==> config.mk <==
export PLATFORM = sky130hd
export DESIGN_NAME = client_liveness_table
export DESIGN_NICKNAME = d
export VERILOG_FILES = /design/src/rtl/clt_pkg.sv /design/src/rtl/clt_useq.sv /design/src/rtl/clt_datapath.sv /design/src/rtl/client_liveness_table.sv
export SDC_FILE = /design/constraint.sdc
export NUM_CORES = 2
export LEC_CHECK = 0
export BUFFER_PORTS_ARGS = -buffer_cell sky130_fd_sc_hd__buf_4
export CAP_MARGIN = 20
export CORE_UTILIZATION = 49
export DETAILED_ROUTE_END_ITERATION = 6
export GPL_ROUTABILITY_DRIVEN = 0
export GPL_TIMING_DRIVEN = 0
export MAX_ROUTING_LAYER = met4
export PLACE_DENSITY_LB_ADDON = 0.1
export SETUP_SLACK_MARGIN = 0.2
export SLEW_MARGIN = 10
export SYNTH_ARGS = -nofsm -noshare
export SYNTH_HDL_FRONTEND = slang
export SYNTH_SLANG_ARGS = --single-unit
export TNS_END_PERCENT = 10
==> constraint.sdc <==
create_clock -name clk -period 12.6 [get_ports clk]
set_input_delay 2.52 -clock clk [delete_from_list [all_inputs] [get_ports clk]]
set_output_delay 2.52 -clock clk [all_outputs]
set_load 0.1 [all_outputs]
==> src/rtl/clt_pkg.sv <==
// Package for the client liveness table: widths, result codes, register indexes,
// micro-op and step encodings, and the control program of the sequencer.
// No dependencies; used by every module of the block.
package clt_pkg;

  // Table geometry.
  localparam int TABLE_DEPTH = 16;
  localparam int IDX_W = (TABLE_DEPTH > 1) ? $clog2(TABLE_DEPTH) : 1;
  localparam int CNT_W = $clog2(TABLE_DEPTH + 1);

  // Fixed field widths.
  localparam int ID_W     = 32;
  localparam int TIME_W   = 32;
  localparam int STATUS_W = 3;
  localparam int ACT_W    = 3;
  localparam int POS_W    = 5;
  localparam int CFG_IDX_W  = 8;
  localparam int CFG_DATA_W = 32;

  // Configuration registers.
  localparam logic [CFG_IDX_W-1:0] REG_TIMEOUT = CFG_IDX_W'(0);
  localparam logic [CFG_IDX_W-1:0] REG_OFFLINE = CFG_IDX_W'(1);
  localparam logic [TIME_W-1:0]   TIMEOUT_RESET = TIME_W'(35);
  localparam logic [STATUS_W-1:0] OFFLINE_RESET = STATUS_W'(6);

  // Result actions.
  localparam logic [ACT_W-1:0] ACT_ADDED   = ACT_W'(0);
  localparam logic [ACT_W-1:0] ACT_UPDATED = ACT_W'(1);
  localparam logic [ACT_W-1:0] ACT_OFFLINE = ACT_W'(2);
  localparam logic [ACT_W-1:0] ACT_STALE   = ACT_W'(3);
  localparam logic [ACT_W-1:0] ACT_FULL    = ACT_W'(4);

  // Program steps.
  typedef enum logic [3:0] {
    S_IDLE,
    S_SEARCH,
    S_CMP,
    S_NEW,
    S_KNOWN,
    S_AGE,
    S_ACHK,
    S_ATEST,
    S_EMIT,
    S_FLUSH
  } step_t;

  // Jump conditions.
  typedef enum logic [2:0] {
    C_ALWAYS,
    C_IN_VALID,
    C_IDX_END,
    C_MATCH,
    C_FULL,
    C_OFFLINE,
    C_STALE,
    C_OUT_FREE
  } cond_t;

  // Datapath micro-operations.
  typedef enum logic [3:0] {
    OP_NONE,
    OP_LOAD,
    OP_INC_IDX,
    OP_CLR_IDX,
    OP_PEND_FULL,
    OP_APPEND,
    OP_DROP_HIT,
    OP_REFRESH,
    OP_PUSH_STALE,
    OP_PUSH_LAST
  } op_t;

  // One control word of the program.
  typedef struct packed {
    cond_t cond;
    step_t jt;
    step_t jf;
    op_t   op_t_sel;
    op_t   op_f_sel;
    logic  in_rdy;
  } ucw_t;

  // Status flags from the datapath to the sequencer.
  typedef struct packed {
    logic in_valid;
    logic idx_end;
    logic match;
    logic full;
    logic offline;
    logic stale;
    logic out_free;
  } dp_flags_t;

  // Control program: condition, jump targets, and the operation on each branch.
  function automatic ucw_t ucode(input step_t s);
    ucw_t w;
    unique case (s)
      S_IDLE:   w = '{C_IN_VALID, S_SEARCH, S_IDLE,   OP_LOAD,       OP_NONE,    1'b1};
      S_SEARCH: w = '{C_IDX_END,  S_NEW,    S_CMP,    OP_NONE,       OP_NONE,    1'b0};
      S_CMP:    w = '{C_MATCH,    S_KNOWN,  S_SEARCH, OP_NONE,       OP_INC_IDX, 1'b0};
      S_NEW:    w = '{C_FULL,     S_AGE,    S_AGE,    OP_PEND_FULL,  OP_APPEND,  1'b0};
      S_KNOWN:  w = '{C_OFFLINE,  S_AGE,    S_AGE,    OP_DROP_HIT,   OP_REFRESH, 1'b0};
      S_AGE:    w = '{C_ALWAYS,   S_ACHK,   S_ACHK,   OP_CLR_IDX,    OP_NONE,    1'b0};
      S_ACHK:   w = '{C_IDX_END,  S_FLUSH,  S_ATEST,  OP_NONE,       OP_NONE,    1'b0};
      S_ATEST:  w = '{C_STALE,    S_EMIT,   S_ACHK,   OP_NONE,       OP_INC_IDX, 1'b0};
      S_EMIT:   w = '{C_OUT_FREE, S_ACHK,   S_EMIT,   OP_PUSH_STALE, OP_NONE,    1'b0};
      S_FLUSH:  w = '{C_OUT_FREE, S_IDLE,   S_FLUSH,  OP_PUSH_LAST,  OP_NONE,    1'b0};
      default:  w = '{C_ALWAYS,   S_IDLE,   S_IDLE,   OP_NONE,       OP_NONE,    1'b0};
    endcase
    return w;
  endfunction

endpackage

==> src/rtl/clt_useq.sv <==
// Microcode sequencer of the client liveness table: step counter, program
// lookup and conditional jumps. Depends on clt_pkg.
module clt_useq (
  input  logic               clk,
  input  logic               rst,
  input  clt_pkg::dp_flags_t flags,
  output clt_pkg::op_t       op,
  output logic               in_ready
);
  import clt_pkg::*;

  step_t upc;
  step_t upc_next;
  ucw_t  ctrl;
  logic  taken;

  // Current control word and its selected condition.
  always_comb begin
    ctrl = ucode(upc);
    unique case (ctrl.cond)
      C_ALWAYS:   taken = 1'b1;
      C_IN_VALID: taken = flags.in_valid;
      C_IDX_END:  taken = flags.idx_end;
      C_MATCH:    taken = flags.match;
      C_FULL:     taken = flags.full;
      C_OFFLINE:  taken = flags.offline;
      C_STALE:    taken = flags.stale;
      C_OUT_FREE: taken = flags.out_free;
      default:    taken = 1'b0;
    endcase
  end

  // Next step.
  always_comb begin
    upc_next = taken ? ctrl.jt : ctrl.jf;
  end

  // Outputs to the datapath and the input channel.
  always_comb begin
    op       = taken ? ctrl.op_t_sel : ctrl.op_f_sel;
    in_ready = ctrl.in_rdy;
  end

  always_ff @(posedge clk) begin
    if (rst) begin
      upc <= S_IDLE;
    end else begin
      upc <= upc_next;
    end
  end

  // Items are taken only at the idle step.
  a_ready_idle: assert property (@(posedge clk) disable iff (rst)
    in_ready |-> upc == S_IDLE)
    else $error("input ready outside the idle step");

  // An accepted item always starts the search.
  a_load_search: assert property (@(posedge clk) disable iff (rst)
    (in_ready && flags.in_valid) |=> upc == S_SEARCH)
    else $error("accepted item did not start the search");

  // The flush step leaves only once the final result is pushed.
  a_flush_exit: assert property (@(posedge clk) disable iff (rst)
    (upc == S_FLUSH && !flags.out_free) |=> upc == S_FLUSH)
    else $error("flush left while output was blocked");

endmodule

==> src/rtl/clt_datapath.sv <==
// Datapath of the client liveness table: entry arrays with parallel
// compaction, scan pointer, pending result and output register. Depends on clt_pkg.
module clt_datapath (
  input  logic                          clk,
  input  logic                          rst,
  input  clt_pkg::op_t                  op,
  input  logic                          in_valid,
  input  logic [clt_pkg::ID_W-1:0]      client_id,
  input  logic [clt_pkg::STATUS_W-1:0]  client_status,
  input  logic [clt_pkg::TIME_W-1:0]    now_time,
  input  logic [clt_pkg::TIME_W-1:0]    timeout_seconds,
  input  logic [clt_pkg::STATUS_W-1:0]  offline_status,
  output clt_pkg::dp_flags_t            flags,
  output logic                          out_valid,
  input  logic                          out_ready,
  output logic [clt_pkg::ACT_W-1:0]     action,
  output logic [clt_pkg::POS_W-1:0]     position,
  output logic [clt_pkg::ID_W-1:0]      affected_id,
  output logic [clt_pkg::POS_W-1:0]     entry_count,
  output logic                          last_result,
  output logic                          table_empty
);
  import clt_pkg::*;

  // Table storage and count.
  logic [ID_W-1:0]   ids   [TABLE_DEPTH];
  logic [TIME_W-1:0] times [TABLE_DEPTH];
  logic [CNT_W-1:0]  cnt;

  // Captured message and scan pointer.
  logic [ID_W-1:0]     msg_id;
  logic [STATUS_W-1:0] msg_status;
  logic [TIME_W-1:0]   msg_now;
  logic [CNT_W-1:0]    idx;

  // Result waiting until it is known whether it is the final one.
  logic [ACT_W-1:0] pend_act;
  logic [POS_W-1:0] pend_pos;
  logic [ID_W-1:0]  pend_id;
  logic [CNT_W-1:0] pend_cnt;

  logic [ID_W-1:0]   rd_id;
  logic [TIME_W-1:0] rd_time;
  logic [TIME_W-1:0] age;
  logic [POS_W-1:0]  idx_pos;
  logic              drop;
  logic              push;

  // Entry under the scan pointer and its age.
  always_comb begin
    rd_id   = ids[idx[IDX_W-1:0]];
    rd_time = times[idx[IDX_W-1:0]];
    age     = msg_now - rd_time;
    idx_pos = POS_W'(idx) + POS_W'(1);
    drop    = (op == OP_DROP_HIT) || (op == OP_PUSH_STALE);
    push    = (op == OP_PUSH_STALE) || (op == OP_PUSH_LAST);
  end

  // Status flags for the sequencer.
  always_comb begin
    flags.in_valid = in_valid;
    flags.idx_end  = (idx == cnt);
    flags.match    = (rd_id == msg_id);
    flags.full     = (cnt == CNT_W'(TABLE_DEPTH));
    flags.offline  = (msg_status == offline_status);
    flags.stale    = (age > timeout_seconds);
    flags.out_free = !out_valid || out_ready;
  end

  // Entry arrays: append, refresh, and a parallel collapse behind the pointer.
  always_ff @(posedge clk) begin
    for (int j = 0; j < TABLE_DEPTH; j++) begin
      if (drop && (CNT_W'(j) >= idx) && (j + 1 < TABLE_DEPTH)) begin
        ids[j]   <= ids[(j + 1) % TABLE_DEPTH];
        times[j] <= times[(j + 1) % TABLE_DEPTH];
      end else if ((op == OP_APPEND) && (cnt == CNT_W'(j))) begin
        ids[j]   <= msg_id;
        times[j] <= msg_now;
      end else if ((op == OP_REFRESH) && (idx == CNT_W'(j))) begin
        times[j] <= msg_now;
      end
    end
  end

  // Live entry count.
  always_ff @(posedge clk) begin
    if (rst) begin
      cnt <= '0;
    end else if (op == OP_APPEND) begin
      cnt <= cnt + CNT_W'(1);
    end else if (drop) begin
      cnt <= cnt - CNT_W'(1);
    end
  end

  // Message capture and scan pointer.
  always_ff @(posedge clk) begin
    unique case (op)
      OP_LOAD: begin
        msg_id     <= client_id;
        msg_status <= client_status;
        msg_now    <= now_time;
        idx        <= '0;
      end
      OP_INC_IDX: idx <= idx + CNT_W'(1);
      OP_CLR_IDX: idx <= '0;
      default: ;
    endcase
  end

  // Pending result.
  always_ff @(posedge clk) begin
    unique case (op)
      OP_PEND_FULL: begin
        pend_act <= ACT_FULL;
        pend_pos <= '0;
        pend_id  <= msg_id;
        pend_cnt <= cnt;
      end
      OP_APPEND: begin
        pend_act <= ACT_ADDED;
        pend_pos <= POS_W'(cnt) + POS_W'(1);
        pend_id  <= msg_id;
        pend_cnt <= cnt + CNT_W'(1);
      end
      OP_DROP_HIT: begin
        pend_act <= ACT_OFFLINE;
        pend_pos <= idx_pos;
        pend_id  <= msg_id;
        pend_cnt <= cnt - CNT_W'(1);
      end
      OP_REFRESH: begin
        pend_act <= ACT_UPDATED;
        pend_pos <= idx_pos;
        pend_id  <= msg_id;
        pend_cnt <= cnt;
      end
      OP_PUSH_STALE: begin
        pend_act <= ACT_STALE;
        pend_pos <= idx_pos;
        pend_id  <= rd_id;
        pend_cnt <= cnt - CNT_W'(1);
      end
      default: ;
    endcase
  end

  // Output register: the pending result moves here when the next one exists
  // or when the item is finished.
  always_ff @(posedge clk) begin
    if (rst) begin
      out_valid <= 1'b0;
    end else if (push) begin
      out_valid <= 1'b1;
    end else if (out_ready) begin
      out_valid <= 1'b0;
    end
  end

  always_ff @(posedge clk) begin
    if (push) begin
      action      <= pend_act;
      position    <= pend_pos;
      affected_id <= pend_id;
      entry_count <= POS_W'(pend_cnt);
      last_result <= (op == OP_PUSH_LAST);
      table_empty <= (pend_cnt == '0);
    end
  end

  // The count never passes the table depth.
  a_cnt_bound: assert property (@(posedge clk) disable iff (rst)
    cnt <= CNT_W'(TABLE_DEPTH))
    else $error("entry count beyond table depth");

  // A push never overwrites a result the receiver has not taken.
  a_push_free: assert property (@(posedge clk) disable iff (rst)
    push |-> (!out_valid || out_ready))
    else $error("result overwritten while stalled");

  // An append grows the table by one entry.
  a_append_cnt: assert property (@(posedge clk) disable iff (rst)
    (op == OP_APPEND) |=> cnt == $past(cnt) + CNT_W'(1))
    else $error("append did not grow the table");

  // A removal shrinks the table by one entry.
  a_drop_cnt: assert property (@(posedge clk) disable iff (rst)
    drop |=> cnt == $past(cnt) - CNT_W'(1))
    else $error("removal did not shrink the table");

endmodule

==> src/rtl/client_liveness_table.sv <==
// Top level of the client liveness table: configuration registers, the
// microcode sequencer and the datapath. Depends on clt_pkg, clt_useq, clt_datapath.
//
// Usage: each input item is one message (client_id, client_status, now_time),
// taken on in_valid and in_ready. An unknown id is appended while there is room
// (else a full result is given), a known id with the offline status is removed
// with the table collapsing behind it, any other known id has its time refreshed;
// then every entry older than timeout_seconds is removed in table order. Each
// action gives one result item on out_valid and out_ready; last_result marks the
// final one of an item, which always has at least one and at most seventeen.
// Timing: the sequencer runs one program step a cycle. After the item is taken,
// the id search checks for the end of the table and compares each entry in turn;
// the own action and the aging setup follow. Aging tests each entry, and hands a
// removed one over with compaction. The final check and the last result close the
// item. in_ready is high only at the idle step, so the block works on one item at
// a time. A stalled receiver holds the sequencer at the step that must hand over
// a result; nothing is lost.
// Reset empties the table, returns timeout_seconds to 35 and offline_status to
// 6. Configuration writes (cfg_index 0: timeout, 1: offline status) are always
// accepted; other indexes are ignored.
module client_liveness_table (
  input  logic                            clk,
  input  logic                            rst,
  input  logic                            in_valid,
  output logic                            in_ready,
  input  logic [clt_pkg::ID_W-1:0]        client_id,
  input  logic [clt_pkg::STATUS_W-1:0]    client_status,
  input  logic [clt_pkg::TIME_W-1:0]      now_time,
  output logic                            out_valid,
  input  logic                            out_ready,
  output logic [clt_pkg::ACT_W-1:0]       action,
  output logic [clt_pkg::POS_W-1:0]       position,
  output logic [clt_pkg::ID_W-1:0]        affected_id,
  output logic [clt_pkg::POS_W-1:0]       entry_count,
  output logic                            last_result,
  output logic                            table_empty,
  input  logic                            cfg_valid,
  output logic                            cfg_ready,
  input  logic [clt_pkg::CFG_IDX_W-1:0]   cfg_index,
  input  logic [clt_pkg::CFG_DATA_W-1:0]  cfg_data
);
  import clt_pkg::*;

  logic [TIME_W-1:0]   timeout_seconds;
  logic [STATUS_W-1:0] offline_status;
  op_t                 op;
  dp_flags_t           flags;

  // Configuration registers.
  assign cfg_ready = 1'b1;

  always_ff @(posedge clk) begin
    if (rst) begin
      timeout_seconds <= TIMEOUT_RESET;
      offline_status  <= OFFLINE_RESET;
    end else if (cfg_valid && cfg_ready) begin
      if (cfg_index == REG_TIMEOUT) begin
        timeout_seconds <= cfg_data[TIME_W-1:0];
      end else if (cfg_index == REG_OFFLINE) begin
        offline_status <= cfg_data[STATUS_W-1:0];
      end
    end
  end

  // Program sequencer.
  clt_useq u_useq (
    .clk      (clk),
    .rst      (rst),
    .flags    (flags),
    .op       (op),
    .in_ready (in_ready)
  );

  // Table and result datapath.
  clt_datapath u_datapath (
    .clk             (clk),
    .rst             (rst),
    .op              (op),
    .in_valid        (in_valid),
    .client_id       (client_id),
    .client_status   (client_status),
    .now_time        (now_time),
    .timeout_seconds (timeout_seconds),
    .offline_status  (offline_status),
    .flags           (flags),
    .out_valid       (out_valid),
    .out_ready       (out_ready),
    .action          (action),
    .position        (position),
    .affected_id     (affected_id),
    .entry_count     (entry_count),
    .last_result     (last_result),
    .table_empty     (table_empty)
  );

endmodule

=== Word-level counts from Yosys, hierarchy flattened ===
Memories as Yosys holds them, arrays and structs flattened. A register that Yosys moved wholly into a read port is not among the register bits.
Cells that the tools add are included.
Widths: inputs -> output; s select.

* Add/subtract/negate cells: 4
* Multipliers: 0
* Divide/modulo/power cells: 0
* Magnitude comparators: 16
* Eq/ne operators: 51
* Shift-type cells: 0
* Multiplexer cells: 207
* Bitwise operators: 47
* Reductions and logical operators: 72

{| class="wikitable"
|+ Operator list
! operator !! number
|-
| $mux 32 || 48
|-
| $mux 1 || 144
|-
| $eq 5x4->1 const B || 16
|-
| $pmux 32 s2 || 1
|-
| $reduce_or 32->1 || 2
|-
| $logic_and 1x1->1 || 47
|-
| $or 1x1->1 || 46
|-
| $eq 5x3->1 const B || 8
|-
| $ge 4x5->1 const A || 7
|-
| $eq 32x32->1 || 1
|-
| $gt 32x32->1 || 1
|-
| $sub 32x32->32 || 1
|-
| $pmux 5 s3 || 2
|-
| $mux 4 || 7
|-
| $eq 5x2->1 const B || 4
|-
| $ge 3x5->1 const A || 4
|-
| $eq 4x3->1 const B || 4
|-
| $logic_not 5->1 || 3
|-
| $pmux 3 s5 || 1
|-
| $eq 3x3->1 const B || 4
|-
| $add 5x1->5 const B || 2
|-
| $eq 5x1->1 const B || 2
|-
| $ge 1x5->1 const A || 2
|-
| $ge 2x5->1 const A || 2
|-
| other kinds (26) || 38
|}

* Flip-flop bits (word level): 205
* Latch bits: 0
* RAM bits: 1,024
* Bits in read-only memories: 304
* Bits of input ports: 112
* Output and inout bits: 50
* Word-level logic and storage cells: 418
* Memories: 3

{| class="wikitable"
|+ Memories
! memory !! words !! bits a word !! rd ports !! clocked after Yosys merged registers in !! write ports !! line !! source
|-
| u_datapath.ids || 16 || 32 || 16 || 1 || 15 || clt_datapath.sv:26 || <nowiki>logic [ID_W-1:0] ids [TABLE_DEPTH];</nowiki>
|-
| u_datapath.times || 16 || 32 || 16 || 1 || 15 || clt_datapath.sv:27 || <nowiki>logic [TIME_W-1:0] times [TABLE_DEPTH];</nowiki>
|-
| (no name shown) || 16 || 19 || 1 || 1 || 0 || clt_pkg.sv:97 || <nowiki>unique case (s)</nowiki>
|}

=== Logic depth before layout (Yosys ltp) ===
* Depth in word-level cells: 12
* Depth in mapped cells: 40
* Mapped depth without buffers: 32

=== Cells and area by module ===
A second synthesis with hierarchy kept.

* Cell total of the unflattened synthesis: 3,965
* Area total of the unflattened synthesis: 62,487.4 um2

{| class="wikitable"
|+ Modules (own cells, without submodules)
! module !! times used !! cells each !! area each (um2) !! seq. area each (um2)
|-
| clt_datapath || 1 || 3,711 || 59,972.5 || 35,874.4
|-
| client_liveness_table || 1 || 156 || 1,589.0 || 700.7
|-
| clt_useq || 1 || 98 || 925.9 || 320.3
|}

=== Worst setup path before layout ===
OpenSTA, ideal clock, no wires.

* Path type: register -> register
* From: register with a tool-made name
* To: memory u_datapath.times[1][0], enable pin
* Library setup time: 0.466 ns
* Data arrival time: 11.494 ns
* Data required time: 12.134 ns
* Setup slack: 0.641 ns
* Stages on the path, launching flop included: 37
* Path buffers: 8
* Period minus slack after synthesis: 11.959 ns
* Cell sequence: dfxtp_1 > buf_2 > buf_4 > buf_2 > buf_4 > buf_4 > buf_2 > clkbuf_1 > clkbuf_1 > mux4_2 > mux4_2 > ha_1 > inv_1 > fa_1 > a21o_1 > a21oi_1 > nor2b_1 > o21bai_1 > a21oi_1 > o21bai_1 > a2111oi_0 > a221o_1 > a41oi_1 > a211o_1 > a311o_1 > ha_1 > nand4_1 > nor2_1 > nand3_1 > or3_1 > or4_1 > o311a_1 > or4_1 > nor3_2 > o21ai_0 > o32a_1 > o21ai_0

{| class="wikitable"
|+ RTL lines
! element !! line
|-
| end, declared || clt_datapath.sv:27
|}

==> results by group <==
Global route
  – Via count of the first global-routing pass: 39800
  – Initial antenna violation count: 2
  – Total track usage: about a third
  – GR Overflow Total: 0
  – First-pass GRT wire length: ~300000 µm
  – Largest net degree at the start of global routing: 48

STA
  – Tmin final: 12.27 ns
  – Worst setup margin: between 0.3 and 0.4 ns
  – Clk_skew: roughly 0.040 ns
  – Fin. max-slew vios: 0
  – # setup viols final: 0
  – Endpoints failing hold: 0
  – RSZ-0062 raised after global routing: true
  – Fmax: around 0.08 GHz
  – Slew at the pin with the worst max-slew slack: between 1 and 1.5 ns
  – Final period utilization: between 90% and 100%
  – Worst hold slack: 0.405 ns
  – Slew Limit Headroom: 16.5%

Floorplan
  – Core Area: 0.128 mm²
  – Row count: around 130
  – Die width: 361 µm
  – Die height: between 300 and 400 µm
  – I/O pin cnt: 162
  – Initial Utilization: 49.5%
  – DIE AREA: approximately 0.13 mm²

Final layout
  – Final core utilization: 57.3%
  – Final Net Count: 4682
  – Fill count: 10000
  – Layout area overhead: 15.8%
  – Share of layout cells above drive strength 1: 40.5%

Run
  – Maxcap violations: 0

Critical path
  – CP endpoint kind: flip-flop
  – Crit start category: flip-flop
  – Crit-path max FO: 10
  – WS Path Type: reg2reg
  – Crit-path slowest cell: o21ai_0
  – Crit-path max cell delay: 0.89 ns
  – CP dominant cell by count: buf_4
  – Critical Path RT: roughly 13 ns
  – Cell family with most CP delay: buffers and inverters
  – Worst Path Arrival: between 10 and 15 ns
  – WP buf/inv: 10

Yosys
  – Ys flop type: edfxtp_1
  – Yosys top cell area share: 56.5%
  – Post-synth cell types: 92
  – Synthesized flop and latch total: 1249
  – Syn_area_per_cell: between 15 and 20 µm²
  – Largest area contributor in the netlist: edfxtp_1
  – Ys Warns: 0
  – EDFF count, synth: about 1200
  – Synth Cell Area: 0.0632 mm²
  – Register area share after synthesis: 58.4%
  – Syn nets: about 4300
  – Ranking of synthesized cells by area: edfxtp_1 56%, mux2_2 16%, mux4_2 9.4%
  – Post-synth ARST share: 0%
  – Post-Synthesis Cells: 4079

Run status
  – Failing checks: design-rule violations
  – Status: complete, but fails checks

Power and ir drop
  – Max IR drop VDD: 0.174 mV
  – LEAKAGE: approximately 25 nW
  – PwrDens: 218 mW/mm²

Drt
  – Vias per inst: 6.63
  – Post-route ant nets: 0
  – Number of remaining DRC errors: 1
  – Total number of vias: 41500
  – First-pass iteration count of the detailed router: 7
  – Final WL: roughly 220000 µm
  – Starting DRT DRC Count: between 6000 and 7000
  – Routed length per placed instance: 34.7 µm

Clock tree
  – CTS sink count: roughly 1200
  – Clock transition at path regs: 0.07 ns
  – Clk_lat worst skew: ~0.8 ns
  – TritonCTS clock tree: yes
  – Clock Path Buffers: 3
  – Root Buffer: clkbuf_16
  – Inserted Clock Buffers: 139
  – H-Tree Depth: 4

Min path
  – Min-Delay Path Class: reg2reg

Place
  – Detail Placement HPWL: 144000 µm
  – PortBufs: 160
  – Dpl ws: -2.70 ns
## cell type report
class / instances / area [µm²] / share of cell area, %
inverters: 111 / 423 / 0.578
multi-input cells: 2410 / 25000 / 34.2
flip-flops and latches: 1249 / 36900 / 50.4
plain buffers: 312 / 1580 / 2.15
diodes: 4 / 10.0 / 0.0137
well taps: 1662 / 2080 / 2.84
clock inverters: 69 / 641 / 0.876
clock buffers: 178 / 3770 / 5.16
repair buffers: 266 / 2770 / 3.79
## state kept, by name, summed over array words and instances (netlist names), 16 cells and up, named ones only
name / flops
u_datapath.affected_id: 32
u_useq.ctrl: 16
u_datapath.msg_id: 32
u_datapath.pend_id: 32
u_datapath.msg_now: 32
u_datapath.ids: 512
timeout_seconds: 32
u_datapath.times: 512
## where the power goes
group	internal (mW)	switching [mW]	leakage [nW]
sequential	4.84	0.284	11.2
clock	2.34	1.72	2.16
combinational	2.59	4.18	11.7
total	9.77	6.18	25.1
## metrics by stage
stage	setup TNS [ns]	instances	area [µm²]	power, mW
6_report	0	6261	73200	16.0
2_1_floorplan	0	4079	63200	9.28
4_1_cts	0	6249	73000	15.8
3_3_place_gp	-7887.42	5901	66500	11.5
5_1_grt	0	6258	73200	16.5
3_5_place_dp	-4281.64	5964	67800	11.6
## cell usage in the layout, fill, tap and decap left out, types with 24 or more instances in the layout
cell type / count
edfxtp_1: 1188
mux2_2: 877
mux4_2: 265
buf_4: 251
nand2_1: 243
clkbuf_1: 181
clkbuf_16: 145
o21ai_0: 138
inv_1: 108
mux2i_1: 108
a21oi_1: 84
nor2_1: 81
ha_1: 80
buf_2: 66
dfxtp_1: 61
xnor2_1: 58
mux2_1: 39
a21o_1: 28
clkinv_1: 27
nor3_1: 26
buf_12: 24
## cells by family after synthesis
kind of cell	share of synthesized area, %
AO/OA/AOI/OAI	4.91
XOR/XNOR	1.03
adder cells (fa/ha/maj)	1.62
buffers and inverters	2.97
flip-flops	58.4
multiplexers	27.5
other	0.00594
AND/OR/NAND/NOR	3.57
## metal layers
layer / up-vias / GRT usage, % / part of all wire, %
li1: 16900 / - / -
met1: 21500 / 47.9 / 41
met2: 2686 / 47.1 / 42
met3: 488 / 10.3 / 13
met4: 0 / 11.8 / 3.7
met5: - / - / 0
## worst register-to-register path: cells and delay by family (launching register included)
family	cells	cell delay (ns)
DFF	1	0.46
muxes	1	0.62
AOI/OAI and AO/OA	13	3.90
buffers and inverters	10	4.14
xor gates and xnor gates	1	0.20
and+or+nand+nor	7	2.00
adders and majority gates	2	0.69
## timing repair
action                                  4_1_cts  5_1_grt
gates resized for setup                      89       27
setup buffers                                34        5
hold buffers                                  0        0
pin swaps                                    12        3
endpoints found under the setup margin     2225     1547
gates cloned                                  7        0
## cell usage after synthesis (all sizes together), types with 9 or more instances
master	number
a211o	14
a211oi	15
a21o	37
a21oi	87
a22oi	15
a31oi	16
and3	10
buf	136
clkbuf	180
dfxtp	61
edfxtp	1188
ha	80
inv	109
mux2	916
mux2i	108
mux4	265
nand2	245
nand2b	12
nand3	24
nand4	9
nor2	85
nor2b	17
nor3	32
o211ai	11
o21a	9
o21ai	165
o22ai	23
o31ai	9
or2	14
xnor2	59
xor2	15
## path summary, 6_finish.rpt
path                                             start                          to  slack [ns]  cells after the start
worst max-delay path                         flip-flop      u_datapath.ids[10][12]        0.33                     34
worst min-delay path            u_datapath.pend_id[28]  u_datapath.affected_id[28]        0.40                      0
worst max register to register               flip-flop      u_datapath.ids[10][12]        0.33                     34
worst min register to register  u_datapath.pend_id[28]  u_datapath.affected_id[28]        0.40                      0
(Power assumes the default switching activity.)
